==> config.mk <==
export PLATFORM = sky130hd
export DESIGN_NAME = investment_allocation_dp_unit_flat
export DESIGN_NICKNAME = d
export VERILOG_FILES = /design/src/hdl/iad_pkg.sv /design/src/hdl/iad_in_if.sv /design/src/hdl/iad_out_if.sv /design/src/hdl/investment_allocation_dp_unit.sv /design/src/hdl/iad_cell.sv /design/src/flat_wrapper.sv
export SDC_FILE = /design/constraint.sdc
export NUM_CORES = 2
export LEC_CHECK = 0
export BUFFER_PORTS_ARGS = -buffer_cell sky130_fd_sc_hd__buf_4
export CORE_MARGIN = 4
export CORE_UTILIZATION = 35
export CTS_CLUSTER_DIAMETER = 60
export DETAILED_ROUTE_END_ITERATION = 6
export PLACE_DENSITY = 0.55
export SLEW_MARGIN = 20
export SYNTH_ARGS = -nofsm -noshare
export SYNTH_HDL_FRONTEND = slang
export SYNTH_SLANG_ARGS = --single-unit
==> constraint.sdc <==
create_clock -name i_clk -period 17.4 [get_ports i_clk]
set_input_delay 5.22 -clock i_clk [delete_from_list [all_inputs] [get_ports i_clk]]
set_output_delay 5.22 -clock i_clk [all_outputs]
set_load 0.005 [all_outputs]
==> src/hdl/iad_pkg.sv <==
// Package for the investment allocation dynamic-programming unit.
// Holds transaction payload types, cell control type, codes and widths.
// No dependencies.
package iad_pkg;

    localparam int PROFIT_W = 16;
    localparam int BEST_W   = 18;
    localparam int ALLOC_W  = 3;

    typedef enum logic {
        OP_LOAD  = 1'b0,
        OP_START = 1'b1
    } t_op;

    typedef enum logic {
        CFG_MONEY_LEVELS  = 1'b0,
        CFG_PROJECT_COUNT = 1'b1
    } t_cfg_idx;

    typedef struct packed {
        t_op                 operation;
        logic [1:0]          project_index;
        logic [2:0]          money_level;
        logic [PROFIT_W-1:0] profit_value;
    } t_in_item;

    typedef struct packed {
        logic [2:0]         project_number;
        logic [ALLOC_W-1:0] allocation;
        logic [BEST_W-1:0]  total_profit;
        logic               last;
    } t_out_item;

    typedef struct packed {
        logic wr_prof;
        logic init;
        logic load;
        logic step;
        logic shift;
        logic commit;
    } t_cell_ctl;

endpackage

==> src/hdl/iad_in_if.sv <==
// Input channel of the allocation unit: valid, ready and one request item.
// Depends on iad_pkg.
interface iad_in_if;
    iad_pkg::t_in_item data;
    logic              valid;
    logic              ready;

    modport source (output valid, output data, input ready);
    modport sink (input valid, input data, output ready);
endinterface

==> src/hdl/iad_out_if.sv <==
// Result channel of the allocation unit: valid, ready and one result item.
// Depends on iad_pkg.
interface iad_out_if;
    iad_pkg::t_out_item data;
    logic               valid;
    logic               ready;

    modport source (output valid, output data, input ready);
    modport sink (input valid, input data, output ready);
endinterface

==> src/hdl/investment_allocation_dp_unit.sv <==
// Top level of the investment allocation dynamic-programming unit.
// Sequencer around a row of iad_cell instances. Depends on iad_pkg,
// iad_in_if, iad_out_if and iad_cell.
//
// Channel   Direction  Handshake      Payload
// i_in      in         valid/ready    t_in_item (load entry or start)
// o_res     out        valid/ready    t_out_item (one project per transaction)
// i_cfg_*   in         write enable   register index and 4-bit data
//
// A load writes one profit entry. A start runs an init state, then for each
// project after the first a load, recurrence steps of the cell row and a commit,
// then a level scan; it emits P results (P = project_count), one per cycle unless stalled.
// Input is held off from a start until its last result is in the output register.
// Reset is synchronous, active low, and clears control state only.
// A stalled result sink holds the sequencer in the backtrack phase.
module investment_allocation_dp_unit #(
    parameter int MAX_LEVELS   = 8,
    parameter int MAX_PROJECTS = 4
) (
    input  logic       i_clk,
    input  logic       i_rst_n,
    iad_in_if.sink     i_in,
    iad_out_if.source  o_res,
    input  logic       i_cfg_we,
    input  iad_pkg::t_cfg_idx i_cfg_idx,
    input  logic [3:0] i_cfg_data
);
    import iad_pkg::*;

    localparam int LVW = $clog2(MAX_LEVELS);
    localparam int MW  = LVW + 1;
    localparam int PJW = (MAX_PROJECTS > 1) ? $clog2(MAX_PROJECTS) : 1;
    localparam int PW  = PJW + 1;
    localparam int LV_RST = (6 > MAX_LEVELS) ? MAX_LEVELS : 6;
    localparam int PJ_RST = (4 > MAX_PROJECTS) ? MAX_PROJECTS : 4;

    typedef enum logic [2:0] {
        S_IDLE,
        S_INIT,
        S_LOAD,
        S_STEP,
        S_COMMIT,
        S_SCAN,
        S_BACK
    } t_state;

    t_state          r_state;
    logic [MW-1:0]   r_levels;
    logic [PW-1:0]   r_projs;
    logic [PJW-1:0]  r_i;
    logic [LVW-1:0]  r_k;
    logic [BEST_W-1:0] r_top;
    logic [LVW-1:0]  r_level;
    logic [LVW-1:0]  r_left;
    logic [PW-1:0]   r_bi;
    logic            r_ovalid;
    t_out_item       r_odata;

    t_cell_ctl       w_ctl;
    logic [PJW-1:0]  w_proj;
    logic [PJW-1:0]  w_rd_proj;
    logic [LVW-1:0]  w_k_last;
    logic            w_load_ok;
    logic [BEST_W-1:0]   w_head;
    logic [ALLOC_W-1:0]  w_choice;
    logic [ALLOC_W-1:0]  w_alloc;
    logic [LVW-1:0]      w_level_nx;
    logic [BEST_W-1:0]   w_top_nx;
    logic            w_slot;

    logic [PROFIT_W-1:0] w_sh   [MAX_LEVELS+1];
    logic [BEST_W-1:0]   w_prev [MAX_LEVELS+1];
    logic [ALLOC_W-1:0]  w_ch   [MAX_LEVELS];

    assign w_k_last  = LVW'(r_levels - MW'(1));
    assign w_load_ok = (int'(i_in.data.project_index) < MAX_PROJECTS)
                    && (int'(i_in.data.money_level) < MAX_LEVELS);
    assign w_proj    = (r_state == S_IDLE) ? PJW'(i_in.data.project_index) : r_i;
    assign w_rd_proj = PJW'(r_bi - PW'(1));
    assign w_head    = w_prev[0];
    assign w_slot    = !r_ovalid || o_res.ready;

    assign i_in.ready  = (r_state == S_IDLE);
    assign o_res.valid = r_ovalid;
    assign o_res.data  = r_odata;

    always_comb begin
        w_ctl         = '0;
        w_ctl.wr_prof = (r_state == S_IDLE) && i_in.valid
                     && (i_in.data.operation == OP_LOAD) && w_load_ok;
        w_ctl.init    = (r_state == S_INIT);
        w_ctl.load    = (r_state == S_LOAD);
        w_ctl.step    = (r_state == S_STEP);
        w_ctl.shift   = (r_state == S_STEP) || (r_state == S_SCAN);
        w_ctl.commit  = (r_state == S_COMMIT);
    end

    always_comb begin
        w_choice = '0;
        for (int j = 0; j < MAX_LEVELS; j++) begin
            w_choice = w_choice | w_ch[j];
        end
    end

    always_comb begin
        if (int'(w_choice) > int'(r_left)) begin
            w_alloc = ALLOC_W'(r_left);
        end else begin
            w_alloc = w_choice;
        end
    end

    always_comb begin
        w_top_nx   = r_top;
        w_level_nx = r_level;
        if (w_head > r_top) begin
            w_top_nx   = w_head;
            w_level_nx = r_k;
        end
    end

    assign w_sh[0]            = '0;
    assign w_prev[MAX_LEVELS] = '0;

    for (genvar j = 0; j < MAX_LEVELS; j++) begin : g_cell
        iad_cell #(
            .MAX_PROJECTS (MAX_PROJECTS),
            .MAX_LEVELS   (MAX_LEVELS),
            .J            (j)
        ) u_cell (
            .i_clk     (i_clk),
            .i_ctl     (w_ctl),
            .i_proj    (w_proj),
            .i_rd_proj (w_rd_proj),
            .i_wr_lvl  (i_in.data.money_level),
            .i_wr_data (i_in.data.profit_value),
            .i_k       (r_k),
            .i_left    (r_left),
            .i_head    (w_head),
            .i_sh      (w_sh[j]),
            .o_sh      (w_sh[j+1]),
            .i_prev    (w_prev[j+1]),
            .o_prev    (w_prev[j]),
            .o_choice  (w_ch[j])
        );
    end

    always_ff @(posedge i_clk) begin
        if (!i_rst_n) begin
            r_state  <= S_IDLE;
            r_levels <= MW'(LV_RST);
            r_projs  <= PW'(PJ_RST);
            r_ovalid <= 1'b0;
            r_i      <= '0;
            r_k      <= '0;
            r_bi     <= '0;
        end else begin
            if (i_cfg_we) begin
                unique case (i_cfg_idx)
                    CFG_MONEY_LEVELS: begin
                        if (i_cfg_data == 4'd0) begin
                            r_levels <= MW'(1);
                        end else if (int'(i_cfg_data) > MAX_LEVELS) begin
                            r_levels <= MW'(MAX_LEVELS);
                        end else begin
                            r_levels <= MW'(i_cfg_data);
                        end
                    end
                    CFG_PROJECT_COUNT: begin
                        if (i_cfg_data[2:0] == 3'd0) begin
                            r_projs <= PW'(1);
                        end else if (int'(i_cfg_data[2:0]) > MAX_PROJECTS) begin
                            r_projs <= PW'(MAX_PROJECTS);
                        end else begin
                            r_projs <= PW'(i_cfg_data[2:0]);
                        end
                    end
                    default: begin
                    end
                endcase
            end

            if ((r_state == S_BACK) && w_slot) begin
                r_ovalid <= 1'b1;
            end else if (o_res.ready) begin
                r_ovalid <= 1'b0;
            end

            unique case (r_state)
                S_IDLE: begin
                    if (i_in.valid && (i_in.data.operation == OP_START)) begin
                        r_state <= S_INIT;
                    end
                end
                S_INIT: begin
                    r_i <= PJW'(1);
                    if (r_projs == PW'(1)) begin
                        r_k     <= '0;
                        r_top   <= '0;
                        r_level <= '0;
                        r_state <= S_SCAN;
                    end else begin
                        r_state <= S_LOAD;
                    end
                end
                S_LOAD: begin
                    r_k     <= '0;
                    r_state <= S_STEP;
                end
                S_STEP: begin
                    if (r_k == w_k_last) begin
                        r_state <= S_COMMIT;
                    end else begin
                        r_k <= r_k + LVW'(1);
                    end
                end
                S_COMMIT: begin
                    if (PW'(r_i) == r_projs - PW'(1)) begin
                        r_k     <= '0;
                        r_top   <= '0;
                        r_level <= '0;
                        r_state <= S_SCAN;
                    end else begin
                        r_i     <= r_i + PJW'(1);
                        r_state <= S_LOAD;
                    end
                end
                S_SCAN: begin
                    r_top   <= w_top_nx;
                    r_level <= w_level_nx;
                    r_k     <= r_k + LVW'(1);
                    if (r_k == w_k_last) begin
                        r_left  <= w_level_nx;
                        r_bi    <= r_projs;
                        r_state <= S_BACK;
                    end
                end
                S_BACK: begin
                    if (w_slot) begin
                        r_odata.project_number <= 3'(r_bi);
                        r_odata.allocation     <= w_alloc;
                        r_odata.total_profit   <= r_top;
                        r_odata.last           <= (r_bi == PW'(1));
                        r_left                 <= r_left - LVW'(w_alloc);
                        r_bi                   <= r_bi - PW'(1);
                        if (r_bi == PW'(1)) begin
                            r_state <= S_IDLE;
                        end
                    end
                end
                default: begin
                    r_state <= S_IDLE;
                end
            endcase
        end
    end

    a_left_bound: assert property (@(posedge i_clk) disable iff (!i_rst_n)
        (r_state == S_BACK) |-> (r_left <= r_level))
        else $error("Backtrack level exceeds the chosen level.");

    a_last_first: assert property (@(posedge i_clk) disable iff (!i_rst_n)
        (r_ovalid && r_odata.last) |-> (r_odata.project_number == 3'd1))
        else $error("Final result does not report the first project.");

    a_step_range: assert property (@(posedge i_clk) disable iff (!i_rst_n)
        (r_state == S_STEP) |-> (MW'(r_k) < r_levels))
        else $error("Step index beyond the money levels in use.");

    a_back_entry: assert property (@(posedge i_clk) disable iff (!i_rst_n)
        (r_state == S_SCAN && r_k == w_k_last) |=> (r_bi == r_projs))
        else $error("Backtrack did not start at the last project.");

endmodule

==> src/hdl/iad_cell.sv <==
// One money-level cell: its profit column, choice column and running best.
// Profit shifts toward higher levels, previous best toward level zero.
// Depends on iad_pkg.
module iad_cell #(
    parameter int MAX_PROJECTS = 4,
    parameter int MAX_LEVELS   = 8,
    parameter int J            = 0
) (
    input  logic                                                    i_clk,
    input  iad_pkg::t_cell_ctl                                      i_ctl,
    input  logic [((MAX_PROJECTS > 1) ? $clog2(MAX_PROJECTS) : 1)-1:0] i_proj,
    input  logic [((MAX_PROJECTS > 1) ? $clog2(MAX_PROJECTS) : 1)-1:0] i_rd_proj,
    input  logic [2:0]                                              i_wr_lvl,
    input  logic [iad_pkg::PROFIT_W-1:0]                            i_wr_data,
    input  logic [$clog2(MAX_LEVELS)-1:0]                           i_k,
    input  logic [$clog2(MAX_LEVELS)-1:0]                           i_left,
    input  logic [iad_pkg::BEST_W-1:0]                              i_head,
    input  logic [iad_pkg::PROFIT_W-1:0]                            i_sh,
    output logic [iad_pkg::PROFIT_W-1:0]                            o_sh,
    input  logic [iad_pkg::BEST_W-1:0]                              i_prev,
    output logic [iad_pkg::BEST_W-1:0]                              o_prev,
    output logic [iad_pkg::ALLOC_W-1:0]                             o_choice
);
    import iad_pkg::*;

    localparam int LVW = $clog2(MAX_LEVELS);

    logic [PROFIT_W-1:0] r_col [MAX_PROJECTS];
    logic [ALLOC_W-1:0]  r_choice [MAX_PROJECTS];
    logic [PROFIT_W-1:0] r_sh;
    logic [BEST_W-1:0]   r_prev;
    logic [BEST_W-1:0]   r_best;
    logic [ALLOC_W-1:0]  r_tag;
    logic [BEST_W:0]     w_sum;
    logic [BEST_W-1:0]   w_sat;
    logic [LVW-1:0]      w_diff;

    assign w_sum  = {1'b0, i_head} + (BEST_W + 1)'(r_sh);
    assign w_sat  = w_sum[BEST_W] ? {BEST_W{1'b1}} : w_sum[BEST_W-1:0];
    assign w_diff = LVW'(J) - i_k;

    always_ff @(posedge i_clk) begin
        if (i_ctl.wr_prof && (int'(i_wr_lvl) == J)) begin
            r_col[i_proj] <= i_wr_data;
        end
        if (i_ctl.init) begin
            r_prev      <= BEST_W'(r_col[0]);
            r_choice[0] <= ALLOC_W'(J);
        end
        if (i_ctl.load) begin
            r_sh   <= r_col[i_proj];
            r_best <= '0;
            r_tag  <= '0;
        end
        if (i_ctl.step) begin
            r_sh <= i_sh;
            if ((int'(i_k) <= J) && (w_sat > r_best)) begin
                r_best <= w_sat;
                r_tag  <= ALLOC_W'(w_diff);
            end
        end
        if (i_ctl.shift) begin
            r_prev <= i_prev;
        end
        if (i_ctl.commit) begin
            r_prev           <= r_best;
            r_choice[i_proj] <= r_tag;
        end
    end

    assign o_sh     = r_sh;
    assign o_prev   = r_prev;
    assign o_choice = (int'(i_left) == J) ? r_choice[i_rd_proj] : '0;

endmodule
==> src/flat_wrapper.sv <==
// flat-port wrapper written by rule: the top's interface ports become plain ports
module investment_allocation_dp_unit_flat import iad_pkg::*;
#(
    parameter int MAX_LEVELS   = 8,
    parameter int MAX_PROJECTS = 4
)
  (i_clk, i_rst_n, i_cfg_we, i_cfg_idx, i_cfg_data, i_in_valid, i_in_data, i_in_ready, o_res_valid, o_res_data, o_res_ready);
  iad_in_if i_in_i ();
  iad_out_if o_res_i ();
  input  logic i_clk;
  input  logic i_rst_n;
  input  logic i_cfg_we;
  input  iad_pkg::t_cfg_idx i_cfg_idx;
  input  logic [3:0] i_cfg_data;
  input wire logic [$bits(i_in_i.valid)-1:0] i_in_valid;
  input wire logic [$bits(i_in_i.data)-1:0] i_in_data;
  output wire logic [$bits(i_in_i.ready)-1:0] i_in_ready;
  output wire logic [$bits(o_res_i.valid)-1:0] o_res_valid;
  output wire logic [$bits(o_res_i.data)-1:0] o_res_data;
  input wire logic [$bits(o_res_i.ready)-1:0] o_res_ready;
  assign i_in_i.valid = i_in_valid;
  assign i_in_i.data = i_in_data;
  assign i_in_ready = i_in_i.ready;
  assign o_res_valid = o_res_i.valid;
  assign o_res_data = o_res_i.data;
  assign o_res_i.ready = o_res_ready;
  investment_allocation_dp_unit #(.MAX_LEVELS(MAX_LEVELS), .MAX_PROJECTS(MAX_PROJECTS)) u_core (.i_clk(i_clk), .i_rst_n(i_rst_n), .i_in(i_in_i), .o_res(o_res_i), .i_cfg_we(i_cfg_we), .i_cfg_idx(i_cfg_idx), .i_cfg_data(i_cfg_data));
endmodule
-- After elaboration in Yosys (flattened, before gate mapping)
Memories as Yosys holds them, arrays and structs flattened. A register that Yosys moved wholly into a read port is not among the register bits.
Cells that the tools add are included.
- register bits: 491
- bits in writable memories: 608
- input port bits: 32
- logic and storage cells: 377
- memories kept: 16
- memory list (memory ; depth ; bits a word ; rd ports ; clocked after memory_dff ; wr ports ; RTL line ; RTL):
    u_core.g_cell[0].u_cell.r_col ; 4 ; 16 ; 2 ; 1 ; 1 ; iad_cell.sv:28 ; logic [PROFIT_W-1:0] r_col [MAX_PROJECTS];
    u_core.g_cell[1].u_cell.r_col ; 4 ; 16 ; 2 ; 0 ; 1 ; iad_cell.sv:28 ;
    u_core.g_cell[2].u_cell.r_col ; 4 ; 16 ; 2 ; 0 ; 1 ; iad_cell.sv:28 ;
    u_core.g_cell[3].u_cell.r_col ; 4 ; 16 ; 2 ; 0 ; 1 ; iad_cell.sv:28 ;
    u_core.g_cell[4].u_cell.r_col ; 4 ; 16 ; 2 ; 0 ; 1 ; iad_cell.sv:28 ;
    u_core.g_cell[5].u_cell.r_col ; 4 ; 16 ; 2 ; 0 ; 1 ; iad_cell.sv:28 ;
    +10 memories ; -- ; -- ; -- ; -- ; -- ; -- ;
- add/sub/neg operators: 22
- $lt $le $gt $ge: 19
- equality and inequality tests: 34
- multiplexer cells: 180
- bitwise logic cells: 9
- reduce and logical (&&, ||, !) cells: 52
- operator list (cell ; number):
    $mux 18 ; 59
    $mux 16 ; 14
    $mux 3 ; 60
    $gt 18x18->1 ; 9
    $add 18x16->19 ; 8
    $pmux 18 s3 ; 1
    $eq 3x3->1 const B ; 11
    $mux 1 ; 30
    $reduce_or 3->1 ; 8
    $or 3x3->3 ; 7
    $pmux 3 s7 ; 1
    $mux 2 ; 10
    $logic_and 1x1->1 ; 19
    $eq 3x2->1 const B ; 6
    $eq 3x1->1 const B ; 5
    $pmux 3 s5 ; 1
    $logic_not 3->1 ; 4
    $pmux 3 s2 ; 2
    $reduce_and 4->1 ; 3
    $sub 3x3->3 const A ; 4
    $ne 2x1->1 const B ; 5
    $ne 2x2->1 const B ; 5
    $reduce_and 5->1 ; 2
    $le 3x3->1 const B ; 3
    24 further kinds ; 39

-- Longest topological paths before layout
An unclocked memory read counts as a cell.
- depth after elaboration: 15
- depth in mapped cells: 22
- mapped depth without buffers: 18

-- Modules after synthesis
A second synthesis with hierarchy kept.
- cell total of the unflattened synthesis: 4494
- area, all modules: 57421.3 um^2
- by module, submodules not included (module ; instances ; cells an instance ; area an instance (um^2) ; sequential area each (um^2)):
    iad_cell (u_core.g_cell[3].u_cell) ; 1 ; 519 ; 6799.0 ; 3723.6
    iad_cell (u_core.g_cell[5].u_cell) ; 1 ; 531 ; 6784.0 ; 3723.6
    iad_cell (u_core.g_cell[4].u_cell) ; 1 ; 524 ; 6750.2 ; 3723.6
    iad_cell (u_core.g_cell[7].u_cell) ; 1 ; 518 ; 6722.7 ; 3723.6
    iad_cell (u_core.g_cell[0].u_cell) ; 1 ; 509 ; 6717.7 ; 3723.6
    iad_cell (u_core.g_cell[1].u_cell) ; 1 ; 519 ; 6695.2 ; 3723.6
    iad_cell (u_core.g_cell[2].u_cell) ; 1 ; 498 ; 6608.8 ; 3723.6
    iad_cell (u_core.g_cell[6].u_cell) ; 1 ; 504 ; 6547.5 ; 3723.6
    investment_allocation_dp_unit ; 1 ; 372 ; 3796.1 ; 1831.8

-- Least setup slack after synthesis
No wires, ideal clock.
- path type: register to register
- from: reg u_core.r_state[0]
- to: reg u_core.g_cell[0].u_cell.r_prev[0] (enable)
- library setup time: 0.695 ns
- arrival: 7.756 ns
- data required time: 16.705 ns
- slack: 8.948 ns
- cell stages (with the launch flop): 5
- clock period less this slack: 8.452 ns
- cells stage by stage: dfxtp_1 -> buf_2 -> clkbuf_1 -> nor2_1 -> a21oi_1
- longest elaborated chain between the ends: 3
- elaborated cells between the ends (all ways): 6
- classes of those cells: eq/ne (4); reduce/logical (2)
- RTL lines (element ; RTL line ; RTL):
    start: declaration ; investment_allocation_dp_unit.sv:47 ; t_state r_state;
    start signal: assignment ; investment_allocation_dp_unit.sv:150 ; r_state <= S_IDLE;
    start signal: assignment ; investment_allocation_dp_unit.sv:192 ; r_state <= S_INIT;
    start signal: assignment ; investment_allocation_dp_unit.sv:201 ; r_state <= S_SCAN;
    $eq 3x2->1 or $eq 3x3->1 (tied branches) ; investment_allocation_dp_unit.sv:94 ; w_ctl.shift = (r_state == S_STEP) || (r_state == S_SCAN);
    $logic_or 1x1->1 ; investment_allocation_dp_unit.sv:94 ;
    $reduce_bool 3->1 (no source line) (*) ; -- ;
    end signal: assignment ; iad_cell.sv:47 ; r_prev <= BEST_W'(r_col[0]);
    end signal: assignment ; iad_cell.sv:63 ; r_prev <= i_prev;
    end signal: assignment ; iad_cell.sv:66 ; r_prev <= r_best;
    end: declaration ; iad_cell.sv:31 ; logic [BEST_W-1:0] r_prev;
Mark *: on every way between the ends. The rest lies on a longest branch, timed or not.
A chain may end at the register's enable or synchronous reset.

-- Final worst setup path
- from: reg u_core.r_state[0]
- to: out i_in_ready
- longest elaborated chain between the ends: 1
- RTL lines (element ; RTL line ; RTL):
    $logic_not 3->1 ; investment_allocation_dp_unit.sv:83 ; assign i_in.ready = (r_state == S_IDLE);
    end: declaration ; flat_wrapper.sv:17 ; output wire logic [$bits(i_in_i.ready)-1:0] i_in_ready;
No other way between the ends.

==> metrics <==
status=finished clean; # resized after CTS=0; most instantiated cells after synthesis=913 x edfxtp_1, 808 x nand2_1, 355 x nor2_1; CP arrival=2.21 ns; final WL=171,000 um; max cap viols=0; number of standard cells in the final layout excluding fillers=6,803; worst hold path depth=0; Internal=7.54 mW; final hold violation count=0; met3 usage=4.69%; Synth area leaders=edfxtp_1 50%, dfxtp_1 7.4%, ha_1 7.0%; Final #Nets=4,999; DR vias/cell=5.50; global route total overflow=0; clk buf depth=3; full die area=0.163 mm^2; worst skew pair latency=0.77 ns; worst slew pin tran=1.08 ns; Yosys reg bits=1,115; Post-Syn Area=0.0547 mm^2; combinational power share=47.8%; WP data required=12.18 ns; Slew HR=27.8%; Leak=23.0 nW; ratio of cells with drive above 1 in the final layout=13.4%; total I/O pin count=59; Initial Utilization=35.4%; gpl congestion=0.868; drt wl/cell=25.2 um; CTS tree=yes; FMAX=0.135 GHz; Total Negative Setup Slacks=0 ns; vias in the first global route=34,400; post-route design area=0.0618 mm^2; CP max FO=17; PD cells=206 mW/mm^2; Synth Instances=4,591; Die Y-Extent=403 um; Sw Share=40.8%; hold-fix buffers at CTS=0; power consumption=12.7 mW; max-slew violations=0; reg2reg path depth=16; post-synth cell types=86; Iteration-0 DRC Markers=4,526; worst setup path class=flip-flop to primary output; gr usage total=20.6%; Hold Crit Class=flip-flop to flip-flop; placed cell count=6,574; DR vias=37,400; number of synthesized flops with an enable pin=913; RSZ-0062 raised after global routing=false; first-pass GRT wire length=245,000 um; crit end category=primary output; Die Wd=403 um; P_sw=5.19 mW; register area share after synthesis=57.6%; Post-Route Utilization=40.0%; Root Buffer=clkbuf_16; count leader, synth=edfxtp_1; ys flop type=edfxtp_1; Syn. warnings=0; initial antenna violation count=10; clk sink count=1,115; placed inst area=0.0576 mm^2; clock power share=20.9%; IO buf count=58; Antenna Nets Post-Route=0; Yosys top cell by area=edfxtp_1; Startpoint Class=flip-flop; Max VDD drop=0.000177 V; Core Footprint=0.155 mm^2; Tmin final=7.43 ns; GRT met1 Usage=31.4%; Net Count, Synth=4,940; H-tree depth=3; fill count=14,600; share of the synthesized area in the top cell type=50.2%; final setup vio count=0; post-route clock period utilization=42.7%; hpwl dp=120,000 um; Mean Syn Cell Area=11.9 um^2; Post-Route Skew=0.0691 ns; Reg power frac=31.3%; Most Crowded Layer GR=met1; met2 GRT Util=29.5%; Worst-path clk slew=0.06 ns; Core Rows=144; share of synthesized registers carrying an async set or reset=0%; postcts setup bufs=0; residual DRC count=0; area grow syn2layout=13.0%; 1st-pass router iterations=5; total CTS buffers=117; largest net degree at the start of global routing=145
==> cell type report <==
type	instances	area (um^2)	area share [%]
timing repair buffer	140	1100	1.77
antenna	6	15.0	0.0243
sequential	1115	31500	50.9
clock inverter	78	997	1.61
multi-input combinational	3043	21700	35.1
tap	2044	2560	4.14
inverter	233	875	1.42
clock buffer	144	3090	5.00
==> placed cells by master (no fill, tap or decap), types with 20 or more instances in the layout <==
cell type,Yosys,final
edfxtp_1,913,913
dfxtp_1,202,202
a21oi_1,192,189
o21ai_0,180,179
nand4_1,28,28
xnor2_1,51,51
nand2b_1,38,38
clkbuf_1,159,21
inv_1,231,231
mux2i_1,38,38
nor3_1,52,49
ha_1,308,308
clkinv_2,0,20
mux4_2,156,156
a31oi_1,147,145
nand3_1,71,71
o21a_1,29,29
and3_1,35,35
a21o_1,95,95
and2_1,30,27
nor2_1,355,344
mux2_2,87,85
nand2_1,808,805
clkbuf_16,0,117
a211oi_1,31,31
xor2_1,34,34
nor2b_1,31,30
buf_4,7,137
==> state kept, by name (all words and copies together) (netlist names), 18 cells and up <==
signal,cells
u_core.o_res.data,25
u_core.g_cell.u_cell.r_choice,96
u_core.r_top,18
u_core.g_cell.u_cell.o_sh,128
u_core.g_cell.u_cell.r_col,512
u_core.g_cell.u_cell.r_best,144
u_core.g_cell.u_cell.r_tag,24
u_core.g_cell.u_cell.o_prev,144
==> worst max-delay path: stages (launching register included) <==
cell and delay (ns):
dfxtp_1 0.51, nor3_2 0.71, buf_4 0.23
==> path summary, 6_finish.rpt <==
check | start | end | slack [ns]
min | u_core.r_bi[1] | u_core.o_res.data[23] | 0.43
min reg2reg | u_core.r_bi[1] | u_core.o_res.data[23] | 0.43
max reg2reg | u_core.g_cell[0].u_cell.o_prev[0] | u_core.g_cell[1].u_cell.r_best[17] | 10.82
max | u_core.r_state[0] | i_in_ready | 9.97
==> power by group through the flow <==
stage	registers (mW)	clock network, mW	logic, mW
detailed placement	4.02	0	6.00
finish	3.99	2.66	6.08
floorplan	3.83	0	4.43
global placement	4.02	0	5.95
global route	4.01	2.81	6.79
CTS	3.97	2.70	6.05
==> kinds of logic (layout without fill, tap and decap cells) <==
family / count (synthesis) / in the layout / share of synthesized area (%)
AO/OA/AOI/OAI: 824 / 824 / 9.54
AND/OR/NAND/NOR: 1534 / 1534 / 12.1
other: 0 / 6 / 0
flip-flops: 1115 / 1115 / 57.6
XOR/XNOR: 85 / 85 / 1.36
buffers and inverters: 433 / 595 / 3.09
multiplexers: 283 / 283 / 8.97
adder cells (fa/ha/maj): 317 / 317 / 7.38
==> per-stage QoR <==
step	worst slack (ns)	hold slack (ns)
CTS	9.87	0.434
floorplan	8.95	0.405
detailed placement	9.07	0.419
global placement	9.16	0.418
global route	9.80	0.447
finish	9.97	0.432
==> layer usage <==
layer,part of all wire [%],wire length (um)
met1,46,79100
met2,42,71700
met3,9.9,17000
met4,2.0,3480
met5,0.037,64
Power figures use the tool's default switching activity.
